--- src/design/vfpm_pkg.sv ---
// shared types, constants and address helper for the voxel face plane merge block
// no dependencies; imported by the top level, vfpm_ctrl and vfpm_datapath
package vfpm_pkg;

   // plane geometry
   localparam int SIDE   = 16;
   localparam int DEPTH  = SIDE * SIDE;
   localparam int ADDR_W = $clog2(DEPTH);
   localparam int IDX_W  = 4;
   localparam int SIDE_W = IDX_W + 1;
   localparam int WORD_W = 64;

   // merge masks
   localparam logic [WORD_W-1:0] MATCH_RIGHT = 64'h0000_0000_0FFF_F0FF;
   localparam logic [WORD_W-1:0] TAKE_RIGHT  = 64'h0000_0000_0000_0F00;
   localparam logic [WORD_W-1:0] MATCH_UP    = 64'h0000_0000_0FFF_0FFF;
   localparam logic [WORD_W-1:0] TAKE_UP     = 64'h0000_0000_0000_F000;

   // request modes
   typedef enum logic [1:0] {
      MODE_WRITE = 2'd0,
      MODE_MERGE = 2'd1,
      MODE_READ  = 2'd2,
      MODE_NONE  = 2'd3
   } mode_type;

   // ram read address source
   typedef enum logic [1:0] {
      RD_REQ   = 2'd0,
      RD_HERE  = 2'd1,
      RD_RIGHT = 2'd2,
      RD_UP    = 2'd3
   } rd_sel_type;

   // ram write address and data source
   typedef enum logic [1:0] {
      WR_REQ   = 2'd0,
      WR_HERE  = 2'd1,
      WR_RIGHT = 2'd2,
      WR_UP    = 2'd3
   } wr_sel_type;

   // controller to datapath commands
   typedef struct packed {
      rd_sel_type rd_sel;
      logic       wr_en;
      wr_sel_type wr_sel;
      logic       load_req;
      logic       load_here;
      logic       add_right;
      logic       add_up;
      logic       load_rsp;
      logic       scan_init;
      logic       scan_step;
   } cmd_type;

   // datapath to controller status
   typedef struct packed {
      logic req_inside;
      logic here_zero;
      logic has_right;
      logic has_up;
      logic match_right;
      logic match_up;
      logic scan_last;
   } status_type;

   // plane address of a column and row
   function automatic logic [ADDR_W-1:0] cell_addr(input logic [IDX_W-1:0] col,
                                                   input logic [IDX_W-1:0] row);
      return ADDR_W'(int'(col) * SIDE + int'(row));
   endfunction

endpackage

--- src/design/vfpm_ctrl.sv ---
// controller: request decode, merge scan sequencer and response valid
// depends on vfpm_pkg
module vfpm_ctrl (
   input  logic                   clock,
   input  logic                   reset,
   input  logic                   req_valid,
   output logic                   req_ready,
   input  logic [1:0]             req_mode,
   output logic                   rsp_valid,
   input  logic                   rsp_ready,
   output vfpm_pkg::cmd_type      cmd,
   input  vfpm_pkg::status_type   status
);
   import vfpm_pkg::*;

   typedef enum logic [6:0] {
      ST_IDLE      = 7'b0000001,
      ST_RD_WAIT   = 7'b0000010,
      ST_ADDR      = 7'b0000100,
      ST_CHK_HERE  = 7'b0001000,
      ST_CHK_RIGHT = 7'b0010000,
      ST_CHK_UP    = 7'b0100000,
      ST_WB        = 7'b1000000
   } state_type;

   state_type state_ff, state_in;
   logic      rsp_valid_ff, rsp_valid_in;
   logic      accept;
   mode_type  mode;

   assign mode   = mode_type'(req_mode);
   assign accept = req_valid && req_ready;

   // next state and commands
   always_comb begin
      state_in      = state_ff;
      req_ready     = 1'b0;
      cmd           = '0;
      cmd.rd_sel    = RD_HERE;
      cmd.wr_sel    = WR_HERE;
      unique case (state_ff)
         ST_IDLE: begin
            // a read needs the response register free by the time data lands
            case (mode)
               MODE_READ: req_ready = !rsp_valid_ff || rsp_ready;
               default:   req_ready = 1'b1;
            endcase
            cmd.rd_sel   = RD_REQ;
            cmd.wr_sel   = WR_REQ;
            cmd.load_req = req_valid && req_ready;
            if (req_valid && req_ready) begin
               unique case (mode)
                  MODE_WRITE: cmd.wr_en = status.req_inside;
                  MODE_MERGE: begin
                     cmd.scan_init = 1'b1;
                     state_in      = ST_ADDR;
                  end
                  MODE_READ:  state_in = ST_RD_WAIT;
                  MODE_NONE:  state_in = ST_IDLE;
                  default:    state_in = ST_IDLE;
               endcase
            end
         end
         ST_RD_WAIT: begin
            cmd.load_rsp = 1'b1;
            state_in     = ST_IDLE;
         end
         ST_ADDR: begin
            cmd.rd_sel = RD_HERE;
            state_in   = ST_CHK_HERE;
         end
         ST_CHK_HERE: begin
            // zero words are skipped
            cmd.load_here = 1'b1;
            if (status.here_zero) begin
               if (status.scan_last) begin
                  state_in = ST_IDLE;
               end else begin
                  cmd.scan_step = 1'b1;
                  state_in      = ST_ADDR;
               end
            end else if (status.has_right) begin
               cmd.rd_sel = RD_RIGHT;
               state_in   = ST_CHK_RIGHT;
            end else if (status.has_up) begin
               cmd.rd_sel = RD_UP;
               state_in   = ST_CHK_UP;
            end else begin
               state_in = ST_WB;
            end
         end
         ST_CHK_RIGHT: begin
            // clear the right neighbor while fetching the upper one
            if (status.match_right) begin
               cmd.add_right = 1'b1;
               cmd.wr_en     = 1'b1;
               cmd.wr_sel    = WR_RIGHT;
            end
            if (status.has_up) begin
               cmd.rd_sel = RD_UP;
               state_in   = ST_CHK_UP;
            end else begin
               state_in = ST_WB;
            end
         end
         ST_CHK_UP: begin
            if (status.match_up) begin
               cmd.add_up = 1'b1;
               cmd.wr_en  = 1'b1;
               cmd.wr_sel = WR_UP;
            end
            state_in = ST_WB;
         end
         ST_WB: begin
            cmd.wr_en  = 1'b1;
            cmd.wr_sel = WR_HERE;
            if (status.scan_last) begin
               state_in = ST_IDLE;
            end else begin
               cmd.scan_step = 1'b1;
               state_in      = ST_ADDR;
            end
         end
         default: state_in = ST_IDLE;
      endcase
   end

   // response valid: set when read data lands, cleared when taken
   assign rsp_valid_in = cmd.load_rsp || (rsp_valid_ff && !rsp_ready);

   always_ff @(posedge clock) begin
      if (reset) begin
         state_ff     <= ST_IDLE;
         rsp_valid_ff <= 1'b0;
      end else begin
         state_ff     <= state_in;
         rsp_valid_ff <= rsp_valid_in;
      end
   end

   assign rsp_valid = rsp_valid_ff;

   // requests are taken only while idle
   a_ready_idle: assert property (@(posedge clock) disable iff (reset)
      req_ready |-> state_ff == ST_IDLE)
      else $error("request ready outside idle");

   // read data never overwrites a response still waiting
   a_rsp_free: assert property (@(posedge clock) disable iff (reset)
      cmd.load_rsp |-> !rsp_valid_ff)
      else $error("response overwritten");

   // a merge request starts the scan at the next cycle
   a_merge_start: assert property (@(posedge clock) disable iff (reset)
      (accept && mode == MODE_MERGE) |=> state_ff == ST_ADDR)
      else $error("merge scan did not start");

   // in the cycle after a read request is taken, the response valid is being set
   a_read_rsp: assert property (@(posedge clock) disable iff (reset)
      (accept && mode == MODE_READ) |=> rsp_valid_in)
      else $error("read response missing");

endmodule

--- config.mk ---
export PLATFORM = sky130hd
export DESIGN_NAME = vfpm_ctrl
export DESIGN_NICKNAME = d
export VERILOG_FILES = /design/src/design/vfpm_pkg.sv /design/src/design/vfpm_ctrl.sv
export SDC_FILE = /design/constraint.sdc
export NUM_CORES = 1
export LEC_CHECK = 0
export BUFFER_PORTS_ARGS = -buffer_cell sky130_fd_sc_hd__buf_2
export CORE_UTILIZATION = 45
export CTS_CLUSTER_DIAMETER = 50
export DETAILED_ROUTE_END_ITERATION = 6
export GPL_ROUTABILITY_DRIVEN = 0
export PLACE_DENSITY_LB_ADDON = 0.12
export RECOVER_POWER = 100
export REMOVE_ABC_BUFFERS = 1
export SETUP_SLACK_MARGIN = 0.4
export SLEW_MARGIN = 5
export SYNTH_ARGS = -nofsm -noshare
export SYNTH_HDL_FRONTEND = slang
export SYNTH_SLANG_ARGS = --single-unit
--- constraint.sdc ---
create_clock -name clock -period 2.41 [get_ports clock]
set_input_delay 0.482 -clock clock [delete_from_list [all_inputs] [get_ports clock]]
set_output_delay 0.482 -clock clock [all_outputs]
set_load 0.005 [all_outputs]
# ---- Yosys cells after proc, flatten, opt, wreduce, memory -nomap -nowiden
# Cells that the tools add are included.
dict set report word_totals {
  output_inout_bits 14
  regBits 8
  word_cells 54
  input_bits 13
}
dict set report op_classes {
  eq_ne 12
  muxes 32
  n_reduce_logical 8
}
# cell n
set op_table {}
lappend op_table {{$pmux 7 s6} 1}
lappend op_table {{$mux 7} 4}
lappend op_table {{$pmux 7 s3} 1}
lappend op_table {{$mux 1} 17}
lappend op_table {{$pmux 3 s4} 1}
lappend op_table {{$mux 3} 3}
lappend op_table {{$eq 7x1->1 const B} 1}
lappend op_table {{$eq 7x2->1 const B} 1}
lappend op_table {{$eq 7x3->1 const B} 1}
lappend op_table {{$eq 7x4->1 const B} 1}
lappend op_table {{$eq 7x5->1 const B} 1}
lappend op_table {{$eq 7x6->1 const B} 1}
lappend op_table {{$eq 7x7->1 const B} 1}
lappend op_table {{$mux 2} 3}
lappend op_table {{$pmux 2 s3} 1}
lappend op_table {{$eq 2x2->1 const B} 2}
lappend op_table {{$ne 4x1->1 const B} 1}
lappend op_table {{$eq 2x1->1 const B} 1}
lappend op_table {{$logic_and 1x1->1} 2}
lappend op_table {{$logic_not 1->1} 2}
lappend op_table {{$logic_not 2->1} 1}
lappend op_table {{$logic_or 1x1->1} 2}
lappend op_table {{$ne 2x2->1 const B} 1}
lappend op_table {{$pmux 1 s2} 1}
lappend op_table {{$reduce_and 2->1} 1}

# ---- Depth between registers and ports, before layout
dict set report logic_depth {
  ltp_word 7
  ltp_mapped 5
  mapped_depth_nobuf 4
}

# ---- Worst setup path before layout
# No wires, ideal clock.
dict set report synth_timing {
  path_type {register -> output}
  startpoint {reg state_ff[5]}
  endpoint {out cmd[9] in the netlist's numbering}
  path_stages_with_launch 6
  arrival_ns 1.488
  n_path_buf 1
  required_ns 1.928
  slack_ns 0.440
  cell_sequence {dfxtp_1 -> buf_6 -> or4_4 -> nor3_4 -> nand4_1 -> or3b_2}
}
# item line
set synth_rtl {}
lappend synth_rtl {{start, declared} vfpm_ctrl.sv:26} ;# state_type state_ff, state_in;
lappend synth_rtl {{start signal, assigned} vfpm_ctrl.sv:136} ;# state_ff <= state_in;
lappend synth_rtl {{end, declared} vfpm_ctrl.sv:11} ;# output vfpm_pkg::cmd_type cmd,

==> metrics.md <==
| Metric | Value |
|---|---|
| Total GRT Usage | `between 20 and 30%` |
| H-tree depth | `1` |
| Critical path peak fanout | `4` |
| Final period util | `100%` |
| Max cap viols | `0` |
| Buf+Inv Stages, Crit Path | `1` |
| Synth top area cells | `dfxtp_1 26%, nand2b_1 7.1%, nor2_1 5.5%` |
| Worst VDD drop | `0.442 mV` |
| Worst-margin pin slew | `510 ps` |
| I/O pins | `27` |
| Slew Limit Fails | `0` |
| Post-synthesis instance area | `613 sq um` |
| Hold_ws | `about 490 ps` |
| Seq/Total Area, Yosys | `26.1%` |
| CP arrival | `slightly below 2000 ps` |
| Distinct cells, synth | `36` |
| Max clock buf depth | `2` |
| Placement Rows | `12` |
| Root buf cell | `clkbuf_4` |
| Clk_skew | `~4 ps` |
| TritonCTS clock tree | `yes` |
| Initial antenna violation count | `0` |
| Hold WC Path Type | `primary input to register` |
| Syn_area_per_cell | `7.86 sq um` |
| CP max stage delay | `580 ps` |
| Final Hold Viols | `0` |
| Die height | `38.9 microns` |
| Leakage | `0.482 nW` |
| Via density | `6.06` |
| Drc violations | `0` |
| Finished Cell Area | `1020 sq um` |
| Failing checks | `negative setup slack` |
| RSZ-0062 raised after global routing | `yes` |
| Cell accounting for the most synthesized area | `dfxtp_1` |
| Total power | `0.505 mW` |
| Dpl cells | `about 120` |
| Final Non-Filler Cells | `~140` |
| WS Path Type | `register to primary output` |
| Die W | `38.9 microns` |
| # setup viols final | `1` |
| Core Box Area | `1190 sq um` |
| Layout cells sized above 1 | `between 50 and 60%` |
| Ys Warns | `0` |
| Detailed Place HPWL | `about 1200 microns` |
| Critical Path RT | `roughly 1900 ps` |
| Post-DP Area | `about 740 sq um` |
| CP cell instances | `or4_4, nor4b_1, buf_2` |
| Initial drt markers | `34` |
| CP endpoint kind | `primary output` |
| Vias in the first global route | `625` |
| Later-pin clock latency in the skew report | `260 ps` |
| Pin count of the biggest net entering global routing | `10` |
| Port bufs | `26` |
| Drt wl/cell | `18.0 microns` |
| TritonRoute pass-1 iters | `4` |
| Most common cell after layout, fill and taps aside | `buf_2` |
| Synth top area share | `26.1%` |
| Post-DRT Antenna Nets | `0` |
| First-pass GRT wire length | `2760 microns` |
| Startpoint types | `register` |
| Fin crit period | `between 2000 and 2500 ps` |
| Via count of the routed design | `842` |
| Delay-heaviest family, CP | `simple AND/OR/NAND/NOR gates` |
| Post-CTS Hold Fix Bufs | `0` |
| Syn Inst Count | `78` |
| Routed wire length | `roughly 2500 microns` |
| Achievable clock frequency | `about 410 MHz` |
| P&R area growth vs syn | `67.1%` |
| Status | `complete, but fails checks` |
| Slowest CP cell | `or4_4` |
| Num CTS Buffers | `3` |
| Gr ovfl total | `0` |
| Commonest cells after routing, fill and taps aside | `25 x buf_2, 17 x buf_4, 7 x nand2b_1, 7 x nor2_1` |
| Fillers | `60` |
| Relative slew slack | `65.5%` |
| Synth Register Bits | `8` |
| Starting Density | `51.7%` |
| Dpl ws | `205 ps` |
| Clk slew on worst S/H paths | `60 ps` |
| # diodes | `0` |
| PD cells | `493 nW/um^2` |
| Min setup slack post-route | `-2.84 ps` |
| Sink Count | `8` |
| Die ar. | `1510 sq um` |
| Fin nets | `140` |
==> final timing paths <==
kind | startpoint | to | slack, ps | depth (start not counted)
worst max register to register | state_ff[4]$_SDFFE_PP0P_ | state_ff[1]$_SDFFE_PP0P_ | 150 | 10
worst max-delay path | state_ff[4]$_SDFFE_PP0P_ | cmd[2] | -3 | 3
worst min-delay path | status[0] | state_ff[0]$_SDFFE_PP1P_ | 490 | 2
worst min register to register | state_ff[2]$_SDFFE_PP0P_ | state_ff[3]$_SDFFE_PP0P_ | 550 | 1
==> sequential cells by signal (all words and copies together) (netlist names) <==
| signal | flops |
|---|---|
| rsp_valid | 1 |
| state_ff | 7 |
==> synthesized netlist by cell type <==
master     number
nor2_1          9
dfxtp_1         8
nand2b_1        7
nor3_1          5
o21ai_0         5
a21oi_1         3
nand2_1         3
nor2b_1         3
a21boi_0        2
a21o_1          2
and2_1          2
inv_1           2
nand3b_1        2
nor4_1          2
or3_1           2
a221o_1         1
a22oi_1         1
a2bb2oi_1       1
a32oi_1         1
buf_1           1
buf_6           1
clkbuf_1        1
nand2_2         1
nand4_1         1
nor3_2          1
nor3_4          1
nor3b_1         1
nor4_2          1
nor4b_1         1
nor4bb_1        1
o21ba_2         1
o22ai_1         1
or3b_2          1
or4_4           1
or4b_4          1
xor2_1          1
==> metal layers <==
metal,GRT usage (%),vias to the layer above,part of all wire [%]
li1,-,382,-
met1,35.3,389,39
met2,43.8,57,49
met3,5.78,14,7.3
met4,17.2,0,4.4
met5,0,-,0
==> cells by family after synthesis <==
logic type	share of synthesized area [%]
simple gates	48.4
compound gates	19.8
flops	26.1
buf+inv	4.28
xor+xnor	1.43
==> per-stage QoR <==
step           utilization, %  TNS [ps]
2_1_floorplan               -         0
3_3_place_gp             62.6         0
3_5_place_dp             62.6         0
4_1_cts                  74.5         0
5_1_grt                  86.4     -94.5
6_report                 86.4     -2.84
==> timing repair <==
item,CTS,global route
pin swaps,10,4
gates resized for setup,14,12
setup endpoints to repair,12,13
setup buffers,10,11
==> report_power, final <==
group          total [mW]  switching [mW]  internal (mW)
clock               0.112          0.0543         0.0576
combinational       0.246           0.105          0.141
sequential          0.147          0.0111          0.136
==> layout make-up <==
cell class	instances	area, sq um	area share [%]
Multi-Input combinational cell	65	494	48.2
Timing Repair Buffer	47	310	30.3
Sequential cell	8	173	16.8
Clock buffer	3	22.5	2.20
Tap cell	14	17.5	1.71
Inverter	2	7.51	0.733
No activity file was read; power rests on OpenSTA's default activity.
